File: src/rtl/core/mavg_pkg.sv
// Shared constants for the moving average / min-max unit.
// Sequencer state codes used by the front and back parts, and a byte padding helper.
// No dependencies.
`default_nettype none

package mavg_pkg;

    localparam int STATE_W = 2;

    localparam logic [STATE_W-1:0] ST_IDLE = 2'd0;
    localparam logic [STATE_W-1:0] ST_RUN  = 2'd1;
    localparam logic [STATE_W-1:0] ST_OUT  = 2'd2;

    // round a bit count up to a whole number of bytes (result in bits)
    function automatic int pad_bytes(input int bits);
        return (bits + 7) & ~32'sd7;
    endfunction

endpackage

`default_nettype wire

File: src/rtl/core/mavg_front.sv
// Front part: accepts samples, keeps the sample ring, window sum, fill count and min/max.
// Emits one job per item (sum, count, enable, min, max) toward the divider queue.
// Depends on mavg_pkg.
`default_nettype none

module mavg_front #(
    parameter int WINDOW = 100,
    parameter int SAMPLE_BITS = 32,
    localparam int SUM_W = SAMPLE_BITS + $clog2(WINDOW),
    localparam int CNT_W = $clog2(WINDOW + 1)
) (
    input  wire logic                   i_clk,
    input  wire logic                   i_rst_n,
    input  wire logic                   i_valid,
    output logic                        o_ready,
    input  wire logic [SAMPLE_BITS-1:0] i_sample,
    input  wire logic                   i_avg_en,
    output logic                        o_job_valid,
    input  wire logic                   i_job_ready,
    output logic [SUM_W-1:0]            o_job_sum,
    output logic [CNT_W-1:0]            o_job_cnt,
    output logic                        o_job_en,
    output logic [SAMPLE_BITS-1:0]      o_job_min,
    output logic [SAMPLE_BITS-1:0]      o_job_max
);

    localparam int SLOT_W = $clog2(WINDOW);
    localparam int EXT_W  = SUM_W - SAMPLE_BITS;
    localparam logic [CNT_W-1:0]  FULL_CNT  = CNT_W'(WINDOW);
    localparam logic [SLOT_W-1:0] LAST_SLOT = SLOT_W'(WINDOW - 1);
    localparam logic [SAMPLE_BITS-1:0] S_MAX = {1'b0, {(SAMPLE_BITS-1){1'b1}}};
    localparam logic [SAMPLE_BITS-1:0] S_MIN = {1'b1, {(SAMPLE_BITS-1){1'b0}}};

    logic [SAMPLE_BITS-1:0] r_ring [WINDOW];

    logic [mavg_pkg::STATE_W-1:0] r_state;
    logic [SAMPLE_BITS-1:0]       r_samp;
    logic [SAMPLE_BITS-1:0]       r_old;
    logic [SUM_W-1:0]             r_sum;
    logic [CNT_W-1:0]             r_cnt;
    logic [SLOT_W-1:0]            r_slot;
    logic [SAMPLE_BITS-1:0]       r_min;
    logic [SAMPLE_BITS-1:0]       r_max;

    logic                   w_take;
    logic                   w_push;
    logic                   w_full;
    logic [SUM_W-1:0]       w_old_ext;
    logic [SUM_W-1:0]       w_new_ext;
    logic [SUM_W-1:0]       n_sum;
    logic [CNT_W-1:0]       n_cnt;
    logic [SAMPLE_BITS-1:0] n_min;
    logic [SAMPLE_BITS-1:0] n_max;

    assign o_ready = (r_state == mavg_pkg::ST_IDLE);
    assign w_take  = i_valid && o_ready;
    assign o_job_valid = (r_state == mavg_pkg::ST_RUN);
    assign w_push  = o_job_valid && i_job_ready;

    assign w_full    = (r_cnt == FULL_CNT);
    assign w_old_ext = {{EXT_W{r_old[SAMPLE_BITS-1]}}, r_old};
    assign w_new_ext = {{EXT_W{r_samp[SAMPLE_BITS-1]}}, r_samp};

    always_comb begin
        // once the ring is full the evicted sample leaves the sum
        n_sum = r_sum - (w_full ? w_old_ext : '0) + w_new_ext;
        n_cnt = w_full ? r_cnt : r_cnt + 1'b1;
        n_min = ($signed(r_samp) < $signed(r_min)) ? r_samp : r_min;
        n_max = ($signed(r_samp) > $signed(r_max)) ? r_samp : r_max;
    end

    assign o_job_sum = n_sum;
    assign o_job_cnt = n_cnt;
    assign o_job_en  = i_avg_en;
    assign o_job_min = n_min;
    assign o_job_max = n_max;

    // ring: old entry read on accept, new entry written on push, same slot
    always_ff @(posedge i_clk) begin
        if (w_take) begin
            r_old  <= r_ring[r_slot];
            r_samp <= i_sample;
        end
        if (w_push) begin
            r_ring[r_slot] <= r_samp;
        end
    end

    always_ff @(posedge i_clk) begin
        if (!i_rst_n) begin
            r_state <= mavg_pkg::ST_IDLE;
            r_sum   <= '0;
            r_cnt   <= '0;
            r_slot  <= '0;
            r_min   <= S_MAX;
            r_max   <= S_MIN;
        end else begin
            case (r_state)
                mavg_pkg::ST_IDLE: begin
                    if (w_take) begin
                        r_state <= mavg_pkg::ST_RUN;
                    end
                end
                mavg_pkg::ST_RUN: begin
                    if (i_job_ready) begin
                        r_state <= mavg_pkg::ST_IDLE;
                        r_sum   <= n_sum;
                        r_cnt   <= n_cnt;
                        r_slot  <= (r_slot == LAST_SLOT) ? '0 : r_slot + 1'b1;
                        r_min   <= n_min;
                        r_max   <= n_max;
                    end
                end
                default: begin
                    r_state <= mavg_pkg::ST_IDLE;
                end
            endcase
        end
    end

    a_cnt_bound: assert property (@(posedge i_clk) disable iff (!i_rst_n)
        r_cnt <= FULL_CNT)
        else $error("fill count beyond window");

    a_push_fills: assert property (@(posedge i_clk) disable iff (!i_rst_n)
        w_push |=> (r_cnt != '0) && (r_state == mavg_pkg::ST_IDLE))
        else $error("push did not advance fill count");

    a_min_le_max: assert property (@(posedge i_clk) disable iff (!i_rst_n)
        (r_cnt != '0) |-> ($signed(r_min) <= $signed(r_max)))
        else $error("running min above running max");

endmodule

`default_nettype wire

File: src/rtl/core/mavg_queue.sv
// Two-entry job queue between the front part and the divider.
// Generic data width; no package dependency.
`default_nettype none

module mavg_queue #(
    parameter int DATA_W = 8
) (
    input  wire logic              i_clk,
    input  wire logic              i_rst_n,
    input  wire logic              i_valid,
    output logic                   o_ready,
    input  wire logic [DATA_W-1:0] i_data,
    output logic                   o_valid,
    input  wire logic              i_ready,
    output logic [DATA_W-1:0]      o_data
);

    logic [DATA_W-1:0] r_mem [2];
    logic              r_wr;
    logic              r_rd;
    logic [1:0]        r_cnt;

    logic w_push;
    logic w_pop;

    assign o_ready = (r_cnt != 2'd2);
    assign o_valid = (r_cnt != 2'd0);
    assign o_data  = r_mem[r_rd];
    assign w_push  = i_valid && o_ready;
    assign w_pop   = o_valid && i_ready;

    always_ff @(posedge i_clk) begin
        if (w_push) begin
            r_mem[r_wr] <= i_data;
        end
    end

    always_ff @(posedge i_clk) begin
        if (!i_rst_n) begin
            r_wr  <= 1'b0;
            r_rd  <= 1'b0;
            r_cnt <= 2'd0;
        end else begin
            if (w_push) begin
                r_wr <= ~r_wr;
            end
            if (w_pop) begin
                r_rd <= ~r_rd;
            end
            case ({w_push, w_pop})
                2'b10:   r_cnt <= r_cnt + 2'd1;
                2'b01:   r_cnt <= r_cnt - 2'd1;
                default: r_cnt <= r_cnt;
            endcase
        end
    end

endmodule

`default_nettype wire

File: src/rtl/core/mavg_back.sv
// Back part: restoring divider (one quotient bit per cycle) and the output register.
// Produces the truncated mean plus the min/max carried with the job.
// Depends on mavg_pkg.
`default_nettype none

module mavg_back #(
    parameter int WINDOW = 100,
    parameter int SAMPLE_BITS = 32,
    localparam int SUM_W = SAMPLE_BITS + $clog2(WINDOW),
    localparam int CNT_W = $clog2(WINDOW + 1)
) (
    input  wire logic                   i_clk,
    input  wire logic                   i_rst_n,
    input  wire logic                   i_job_valid,
    output logic                        o_job_ready,
    input  wire logic [SUM_W-1:0]       i_job_sum,
    input  wire logic [CNT_W-1:0]       i_job_cnt,
    input  wire logic                   i_job_en,
    input  wire logic [SAMPLE_BITS-1:0] i_job_min,
    input  wire logic [SAMPLE_BITS-1:0] i_job_max,
    output logic                        o_valid,
    input  wire logic                   i_ready,
    output logic [SAMPLE_BITS-1:0]      o_avg,
    output logic                        o_avg_valid,
    output logic [SAMPLE_BITS-1:0]      o_min,
    output logic [SAMPLE_BITS-1:0]      o_max
);

    localparam int STEP_W = $clog2(SUM_W);
    localparam logic [STEP_W-1:0] LAST_STEP = STEP_W'(SUM_W - 1);

    logic [mavg_pkg::STATE_W-1:0] r_state;
    logic [SUM_W-1:0]             r_quo;
    logic [CNT_W-1:0]             r_rem;
    logic [CNT_W-1:0]             r_den;
    logic [STEP_W-1:0]            r_step;
    logic                         r_neg;
    logic                         r_en;
    logic [SAMPLE_BITS-1:0]       r_jmin;
    logic [SAMPLE_BITS-1:0]       r_jmax;
    logic                         r_ovalid;
    logic [SAMPLE_BITS-1:0]       r_avg;
    logic                         r_aval;
    logic [SAMPLE_BITS-1:0]       r_min;
    logic [SAMPLE_BITS-1:0]       r_max;

    logic             w_pop;
    logic             w_load;
    logic [CNT_W:0]   w_rem_sh;
    logic [CNT_W:0]   w_den_ext;
    logic [CNT_W:0]   w_diff;
    logic             w_ge;
    logic [SUM_W-1:0] w_sgn_quo;

    assign o_job_ready = (r_state == mavg_pkg::ST_IDLE);
    assign w_pop  = i_job_valid && o_job_ready;
    assign w_load = (r_state == mavg_pkg::ST_OUT) && (!r_ovalid || i_ready);

    // one restoring step: bring down the next dividend bit, subtract if it fits
    assign w_rem_sh  = {r_rem, r_quo[SUM_W-1]};
    assign w_den_ext = {1'b0, r_den};
    assign w_diff    = w_rem_sh - w_den_ext;
    assign w_ge      = (w_rem_sh >= w_den_ext);
    assign w_sgn_quo = r_neg ? (~r_quo + 1'b1) : r_quo;

    always_ff @(posedge i_clk) begin
        if (w_pop) begin
            r_neg  <= i_job_sum[SUM_W-1];
            r_quo  <= i_job_sum[SUM_W-1] ? (~i_job_sum + 1'b1) : i_job_sum;
            r_rem  <= '0;
            r_den  <= i_job_cnt;
            r_en   <= i_job_en;
            r_jmin <= i_job_min;
            r_jmax <= i_job_max;
        end else if (r_state == mavg_pkg::ST_RUN) begin
            r_quo <= {r_quo[SUM_W-2:0], w_ge};
            r_rem <= w_ge ? w_diff[CNT_W-1:0] : w_rem_sh[CNT_W-1:0];
        end
        if (w_load) begin
            r_avg  <= r_en ? w_sgn_quo[SAMPLE_BITS-1:0] : '0;
            r_aval <= r_en;
            r_min  <= r_jmin;
            r_max  <= r_jmax;
        end
    end

    always_ff @(posedge i_clk) begin
        if (!i_rst_n) begin
            r_state  <= mavg_pkg::ST_IDLE;
            r_step   <= '0;
            r_ovalid <= 1'b0;
        end else begin
            if (w_load) begin
                r_ovalid <= 1'b1;
            end else if (i_ready) begin
                r_ovalid <= 1'b0;
            end
            case (r_state)
                mavg_pkg::ST_IDLE: begin
                    if (i_job_valid) begin
                        r_state <= mavg_pkg::ST_RUN;
                        r_step  <= LAST_STEP;
                    end
                end
                mavg_pkg::ST_RUN: begin
                    if (r_step == '0) begin
                        r_state <= mavg_pkg::ST_OUT;
                    end else begin
                        r_step <= r_step - 1'b1;
                    end
                end
                mavg_pkg::ST_OUT: begin
                    if (w_load) begin
                        r_state <= mavg_pkg::ST_IDLE;
                    end
                end
                default: begin
                    r_state <= mavg_pkg::ST_IDLE;
                end
            endcase
        end
    end

    assign o_valid     = r_ovalid;
    assign o_avg       = r_avg;
    assign o_avg_valid = r_aval;
    assign o_min       = r_min;
    assign o_max       = r_max;

    a_den_nonzero: assert property (@(posedge i_clk) disable iff (!i_rst_n)
        (r_state == mavg_pkg::ST_RUN) |-> (r_den != '0))
        else $error("divide by zero count");

    a_rem_below_den: assert property (@(posedge i_clk) disable iff (!i_rst_n)
        (r_state == mavg_pkg::ST_RUN) |=> (r_rem < r_den))
        else $error("remainder not reduced");

    a_load_sets_valid: assert property (@(posedge i_clk) disable iff (!i_rst_n)
        w_load |=> o_valid && (r_state == mavg_pkg::ST_IDLE))
        else $error("result not presented after load");

endmodule

`default_nettype wire

File: src/rtl/core/moving_average_with_min_max_unit.sv
// Moving average with running min/max, top level.
//
// Slave stream (i_s_*) takes one signed Q16.16 sample per item in tdata.
// Master stream (o_m_*) gives one result per sample: tdata carries the
// truncated mean of the last WINDOW samples (fewer during warm-up), the
// running minimum and the running maximum; tuser carries the average
// valid flag. With averaging disabled (i_cfg_we / i_cfg_wdata) the mean
// is 0 and the flag low; ring, sum and min/max still update.
// Sums are SUM_W bits wide, where SUM_W = SAMPLE_BITS + clog2(WINDOW)
// (39 at the defaults). The restoring divider retires one quotient
// bit per cycle. The front part takes a new sample only after it has
// pushed the job of the last one (ring read on accept, then sum update
// and ring write on push) and runs ahead of the divider through a
// two-entry job queue.
// A stalled receiver holds the output register; the divider finishes its
// current job and waits, the front keeps working until the queue fills, then o_s_tready drops.
// Reset: averaging enabled, sum and fill count cleared, min at the most
// positive and max at the most negative value. No clearing pass.
`default_nettype none

module moving_average_with_min_max_unit #(
    parameter int WINDOW = 100,
    parameter int SAMPLE_BITS = 32,
    localparam int IN_W  = mavg_pkg::pad_bytes(SAMPLE_BITS),
    localparam int OUT_W = mavg_pkg::pad_bytes(3 * SAMPLE_BITS)
) (
    input  wire logic             i_clk,
    input  wire logic             i_rst_n,
    input  wire logic             i_s_tvalid,
    output logic                  o_s_tready,
    input  wire logic [IN_W-1:0]  i_s_tdata,   // sample
    output logic                  o_m_tvalid,
    input  wire logic             i_m_tready,
    output logic [OUT_W-1:0]      o_m_tdata,   // average, running_min, running_max
    output logic                  o_m_tuser,   // average_valid
    input  wire logic             i_cfg_we,
    input  wire logic             i_cfg_wdata  // averaging_enabled
);

    localparam int SUM_W = SAMPLE_BITS + $clog2(WINDOW);
    localparam int CNT_W = $clog2(WINDOW + 1);
    localparam int JOB_W = SUM_W + CNT_W + 1 + 2 * SAMPLE_BITS;

    logic r_avg_en;

    logic                   w_fj_valid;
    logic                   w_fj_ready;
    logic [SUM_W-1:0]       w_fj_sum;
    logic [CNT_W-1:0]       w_fj_cnt;
    logic                   w_fj_en;
    logic [SAMPLE_BITS-1:0] w_fj_min;
    logic [SAMPLE_BITS-1:0] w_fj_max;
    logic [JOB_W-1:0]       w_fj_data;

    logic                   w_bj_valid;
    logic                   w_bj_ready;
    logic [JOB_W-1:0]       w_bj_data;

    logic [SAMPLE_BITS-1:0] w_avg;
    logic                   w_avg_valid;
    logic [SAMPLE_BITS-1:0] w_min;
    logic [SAMPLE_BITS-1:0] w_max;

    always_ff @(posedge i_clk) begin
        if (!i_rst_n) begin
            r_avg_en <= 1'b1;
        end else if (i_cfg_we) begin
            r_avg_en <= i_cfg_wdata;
        end
    end

    mavg_front #(
        .WINDOW      (WINDOW),
        .SAMPLE_BITS (SAMPLE_BITS)
    ) u_front (
        .i_clk       (i_clk),
        .i_rst_n     (i_rst_n),
        .i_valid     (i_s_tvalid),
        .o_ready     (o_s_tready),
        .i_sample    (i_s_tdata[SAMPLE_BITS-1:0]),
        .i_avg_en    (r_avg_en),
        .o_job_valid (w_fj_valid),
        .i_job_ready (w_fj_ready),
        .o_job_sum   (w_fj_sum),
        .o_job_cnt   (w_fj_cnt),
        .o_job_en    (w_fj_en),
        .o_job_min   (w_fj_min),
        .o_job_max   (w_fj_max)
    );

    assign w_fj_data = {w_fj_max, w_fj_min, w_fj_en, w_fj_cnt, w_fj_sum};

    mavg_queue #(
        .DATA_W (JOB_W)
    ) u_queue (
        .i_clk   (i_clk),
        .i_rst_n (i_rst_n),
        .i_valid (w_fj_valid),
        .o_ready (w_fj_ready),
        .i_data  (w_fj_data),
        .o_valid (w_bj_valid),
        .i_ready (w_bj_ready),
        .o_data  (w_bj_data)
    );

    mavg_back #(
        .WINDOW      (WINDOW),
        .SAMPLE_BITS (SAMPLE_BITS)
    ) u_back (
        .i_clk       (i_clk),
        .i_rst_n     (i_rst_n),
        .i_job_valid (w_bj_valid),
        .o_job_ready (w_bj_ready),
        .i_job_sum   (w_bj_data[SUM_W-1:0]),
        .i_job_cnt   (w_bj_data[SUM_W +: CNT_W]),
        .i_job_en    (w_bj_data[SUM_W + CNT_W]),
        .i_job_min   (w_bj_data[SUM_W + CNT_W + 1 +: SAMPLE_BITS]),
        .i_job_max   (w_bj_data[SUM_W + CNT_W + 1 + SAMPLE_BITS +: SAMPLE_BITS]),
        .o_valid     (o_m_tvalid),
        .i_ready     (i_m_tready),
        .o_avg       (w_avg),
        .o_avg_valid (w_avg_valid),
        .o_min       (w_min),
        .o_max       (w_max)
    );

    always_comb begin
        o_m_tdata = '0;
        o_m_tdata[SAMPLE_BITS-1:0]                 = w_avg;
        o_m_tdata[SAMPLE_BITS +: SAMPLE_BITS]      = w_min;
        o_m_tdata[2 * SAMPLE_BITS +: SAMPLE_BITS]  = w_max;
    end

    assign o_m_tuser = w_avg_valid;

endmodule

`default_nettype wire
File: config.mk
export PLATFORM = sky130hd
export DESIGN_NAME = moving_average_with_min_max_unit
export DESIGN_NICKNAME = d
export VERILOG_FILES = /design/src/rtl/core/mavg_pkg.sv /design/src/rtl/core/mavg_front.sv /design/src/rtl/core/mavg_queue.sv /design/src/rtl/core/mavg_back.sv /design/src/rtl/core/moving_average_with_min_max_unit.sv
export SDC_FILE = /design/constraint.sdc
export NUM_CORES = 2
export LEC_CHECK = 0
export BUFFER_PORTS_ARGS = -buffer_cell sky130_fd_sc_hd__buf_4
export CAP_MARGIN = 25
export CORE_ASPECT_RATIO = 1.2
export CORE_UTILIZATION = 51
export DETAILED_ROUTE_END_ITERATION = 8
export PLACE_DENSITY = 0.63
export SLEW_MARGIN = 20
export SYNTH_ARGS = -nofsm -noshare
export SYNTH_HDL_FRONTEND = slang
export SYNTH_SLANG_ARGS = --single-unit
export TNS_END_PERCENT = 1
File: constraint.sdc
create_clock -name i_clk -period 13.9 [get_ports i_clk]
set_input_delay 0.695 -clock i_clk [delete_from_list [all_inputs] [get_ports i_clk]]
set_output_delay 0.695 -clock i_clk [all_outputs]
set_load 0.02 [all_outputs]
==> insert_results.sql <==
INSERT INTO impl_metrics (metric_group, metric, value, unit) VALUES
('worst_setup_path', 'timing.critical_path.mode_cell', 'buf_12', ''),
('yosys', 'postSynthAreaPerCell', '17.15', 'sq um'),
('cells_and_area', 'fin_nets', '8987', ''),
('worst_setup_path', 'path_class', 'reg2reg', ''),
('yosys', 'post_synth_top_area_share', '0.7652', ''),
('cells_and_area', 'synthToLayoutAreaGrowth', '13.78', '%'),
('run', 'max_cap_violations', '0', ''),
('power', 'swShare', '0.2553', ''),
('placed_design', 'port_buffers', '136', ''),
('detailed_routing', 'final_antenna_net_count', '0', ''),
('timing', 'fmax', '0.1722', 'GHz'),
('power', 'power_report.internal_total', '20.42', 'mW'),
('detailed_routing', 'post_drt_wl_per_cell', '34.21', 'um'),
('yosys', 'yosysTopAreaCell', 'edfxtp_1', ''),
('clock_tree', 'clock_tree.htree_level_count', '5', ''),
('worst_setup_path', 'critical_path.max_fanout', '101', ''),
('floorplan', 'design.die.area', '286500', 'sq um'),
('worst_setup_path', 'cpMaxStageDelayCell', 'o21ai_0', ''),
('placed_design', 'placed_cells', '12168', ''),
('timing', 'totalNegativeSetupSlack', '0', 'ns'),
('timing', 'final_period_minus_worst_setup_slack', '5.807', 'ns'),
('cells_and_area', 'core_util_final', '0.5829', ''),
('yosys', 'yosysMostFrequentCell', 'edfxtp_1', ''),
('cells_and_area', 'layout-drive-gt1-share', '0.1402', ''),
('timing', 'hold-worst-slack', '0.1185', 'ns'),
('yosys', 'synth_enable_flop_cells', '3695', ''),
('floorplan', 'dieWidth', '488.8', 'um'),
('timing', 'grt_setup_unrepaired', 'no', ''),
('grt', 'grt_pass1_wl', '612300', 'um'),
('power', 'combinationalPowerShare', '0.133', ''),
('clock_tree', 'cts_setup_buffers', '0', ''),
('grt', 'track_usage', '0.3033', ''),
('worst_setup_path', 'critical_path.startpoint_type', 'flip-flop', ''),
('grt', 'grt_start_max_net_pins', '104', ''),
('timing', 'report.final.hold_viol_count', '0', ''),
('cells_and_area', 'fill_cells', '20958', ''),
('yosys', 'synth_fp_nets', '8648', ''),
('clock_tree', 'insertion_delay', '0.94', 'ns'),
('worst_setup_path', 'crit_buf_inv', '3', ''),
('yosys', 'cell_area_after_synthesis', '145000', 'sq um'),
('yosys', 'ff_latch_count_synth', '3835', ''),
('timing', 'timing.final.crit_share', '0.4178', ''),
('placed_design', 'hpwlAfterDp', '256200', 'um'),
('power', 'seq_power_share', '0.501', ''),
('detailed_routing', 'detail_route.iter0.violations', '12281', ''),
('timing', 'timing.final.setup_violations', '0', ''),
('grt', 'initial_antenna_violation_count', '42', ''),
('yosys', 'synth.top_cells.by_area', 'edfxtp_1, a22oi_1, dfxtp_1, a221oi_1, a22o_1', ''),
('clock_tree', 'max-clock-path-buffers', '4', ''),
('worst_setup_path', 'end_kind', 'flip-flop', ''),
('worst_setup_path', 'worst-endpoint-arrival', '6.59', 'ns'),
('run_status', 'status', 'finished clean', ''),
('detailed_routing', 'first_pass_iteration_count_of_the_detailed_router', '9', ''),
('detailed_routing', 'total_wirelength', '441000', 'um'),
('clock_tree', 'cts_num_sinks', '3835', ''),
('power', 'max_vdd_drop', '243.4', 'uV'),
('timing', 'finClkSkew', '0.05089', 'ns'),
('power', 'power.leakage', '52.00', 'nW'),
('clock_tree', 'tritoncts', 'built', ''),
('power', 'power.switching', '6.999', 'mW'),
('worst_setup_path', 'cell_breakdown_of_the_critical_path', 'buf_4, and3_4, buf_12, buf_12, a22o_1, a221oi_1, nand4_1, o21ai_1, o21ai_0, mux4_2', ''),
('cells_and_area', 'layoutNonFillerInstCount', '12894', ''),
('yosys', 'synth-warning-count', '0', ''),
('yosys', 'seq_area_frac_synth', '0.7845', ''),
('power', 'share_clk_of_total_power', '0.367', ''),
('worst_setup_path', 'worst_path_largest_cell_delay', '0.98', 'ns'),
('floorplan', 'pin_count', '137', ''),
('floorplan', 'initial_core_utilization', '0.5123', ''),
('detailed_routing', 'drc', '0', ''),
('floorplan', 'number_of_rows_in_the_core_area', '214', ''),
('worst_setup_path', 'worst_path_dominant_cell_family', 'compound AO/OA/AOI/OAI gates', '');
-- registers in the layout, indices dropped and copies added, names as in the netlist, 39 cells and up, named ones only --
| register | count |
|---|---|
| u_back.r_quo | 39 |
| u_front.r_ring | 3200 |
| u_front.r_sum | 39 |
| u_queue.r_mem | 222 |
-- layer usage --
layer | part of all wire | global-route usage | up-vias | wire [um]
met3 | 0.11 | 0.06124 | 945 | 46520
met4 | 0.068 | 0.1800 | 22 | 29830
met5 | 0.00082 | 0 | - | 360
met1 | 0.36 | 0.3861 | 43366 | 156800
met2 | 0.47 | 0.4834 | 5214 | 207500
li1 | - | - | 35241 | -
-- per-stage QoR --
step                area, sq um  setup slack (ns)
floorplan                145000             7.666
global placement         152200             7.624
detailed placement       152600             8.425
CTS                      164800             8.397
global route             165000             8.135
finish                   165000             8.093
-- worst paths after layout --
check	depth (start not counted)	start	to	slack, ns
max	10	u_front.r_slot[0]	u_front.r_old[8]	8.09
min	3	i_m_tready	u_back.o_valid	0.12
max reg2reg	10	u_front.r_slot[0]	u_front.r_old[8]	8.09
min reg2reg	0	u_back.r_jmax[18]	u_back.o_max[18]	0.41
-- power by group through the flow --
| stage | clock network (mW) | registers, mW | logic (mW) |
|---|---|---|---|
| 3_5_place_dp | 0 | 14.0 | 3.56 |
| 5_1_grt | 10.5 | 13.8 | 3.92 |
| 2_1_floorplan | 0 | 14.0 | 2.24 |
| 3_3_place_gp | 0 | 14.0 | 3.48 |
| 4_1_cts | 10.1 | 13.7 | 3.58 |
| 6_report | 10.1 | 13.7 | 3.64 |
-- worst reg2reg max path: cells and delay by family (launching register included) --
family	cells	cell delay, ns
buffers and inverters	3	1.95
AO/OA/AOI/OAI	4	1.85
AND/OR/NAND/NOR	2	1.07
multiplexers	1	0.40
flip-flops	1	0.38
-- kinds of logic after synthesis --
| kind of cell | count (synthesis) | synth area share |
|---|---|---|
| buffers and inverters | 764 | 0.01983 |
| adders and majority gates | 156 | 0.01548 |
| AOI/OAI and AO/OA | 2373 | 0.1203 |
| muxes | 198 | 0.01748 |
| DFF | 3835 | 0.7845 |
| and+or+nand+nor | 1001 | 0.03475 |
| xor gates and xnor gates | 127 | 0.007671 |
-- final cells by class --
cell class | count | area, sq um | share of cell area
timing repair buffer | 492 | 4209 | 0.02551
antenna | 32 | 80.08 | 0.0004854
clock buffer | 436 | 9599 | 0.05818
tap | 3780 | 4730 | 0.02867
sequential | 3835 | 113800 | 0.6896
clock inverter | 220 | 2318 | 0.01405
inverter | 244 | 917.1 | 0.005559
multi-input combinational | 3855 | 29360 | 0.1780
-- repair_timing --
action                                 in CTS  in global routing
endpoints found under the hold margin      34                  0
hold buffers                               35                  0
resized for setup                           0                  0
-- cells in the final DEF (no fill, tap or decap), types with 45 or more instances in the layout --
cell type and count:
a21o_1 46, a21oi_1 148, a221oi_1 176, a22o_1 176
a22oi_1 1205, a31oi_1 96, a41oi_1 90, and2_1 72
buf_4 426, clkbuf_1 59, clkbuf_16 372, clkinv_1 72
clkinv_2 73, dfxtp_1 135, edfxtp_1 3695, ha_1 117
inv_1 241, mux2_2 82, mux2i_1 79, nand2_1 252
nand3_1 74, nand4_1 216, nor2_1 115, nor2_4 101
nor3_1 47, o211ai_1 72, o21ai_0 189, o31ai_1 45
xnor2_1 82, xor2_1 45
Power figures use the tool's default switching activity.
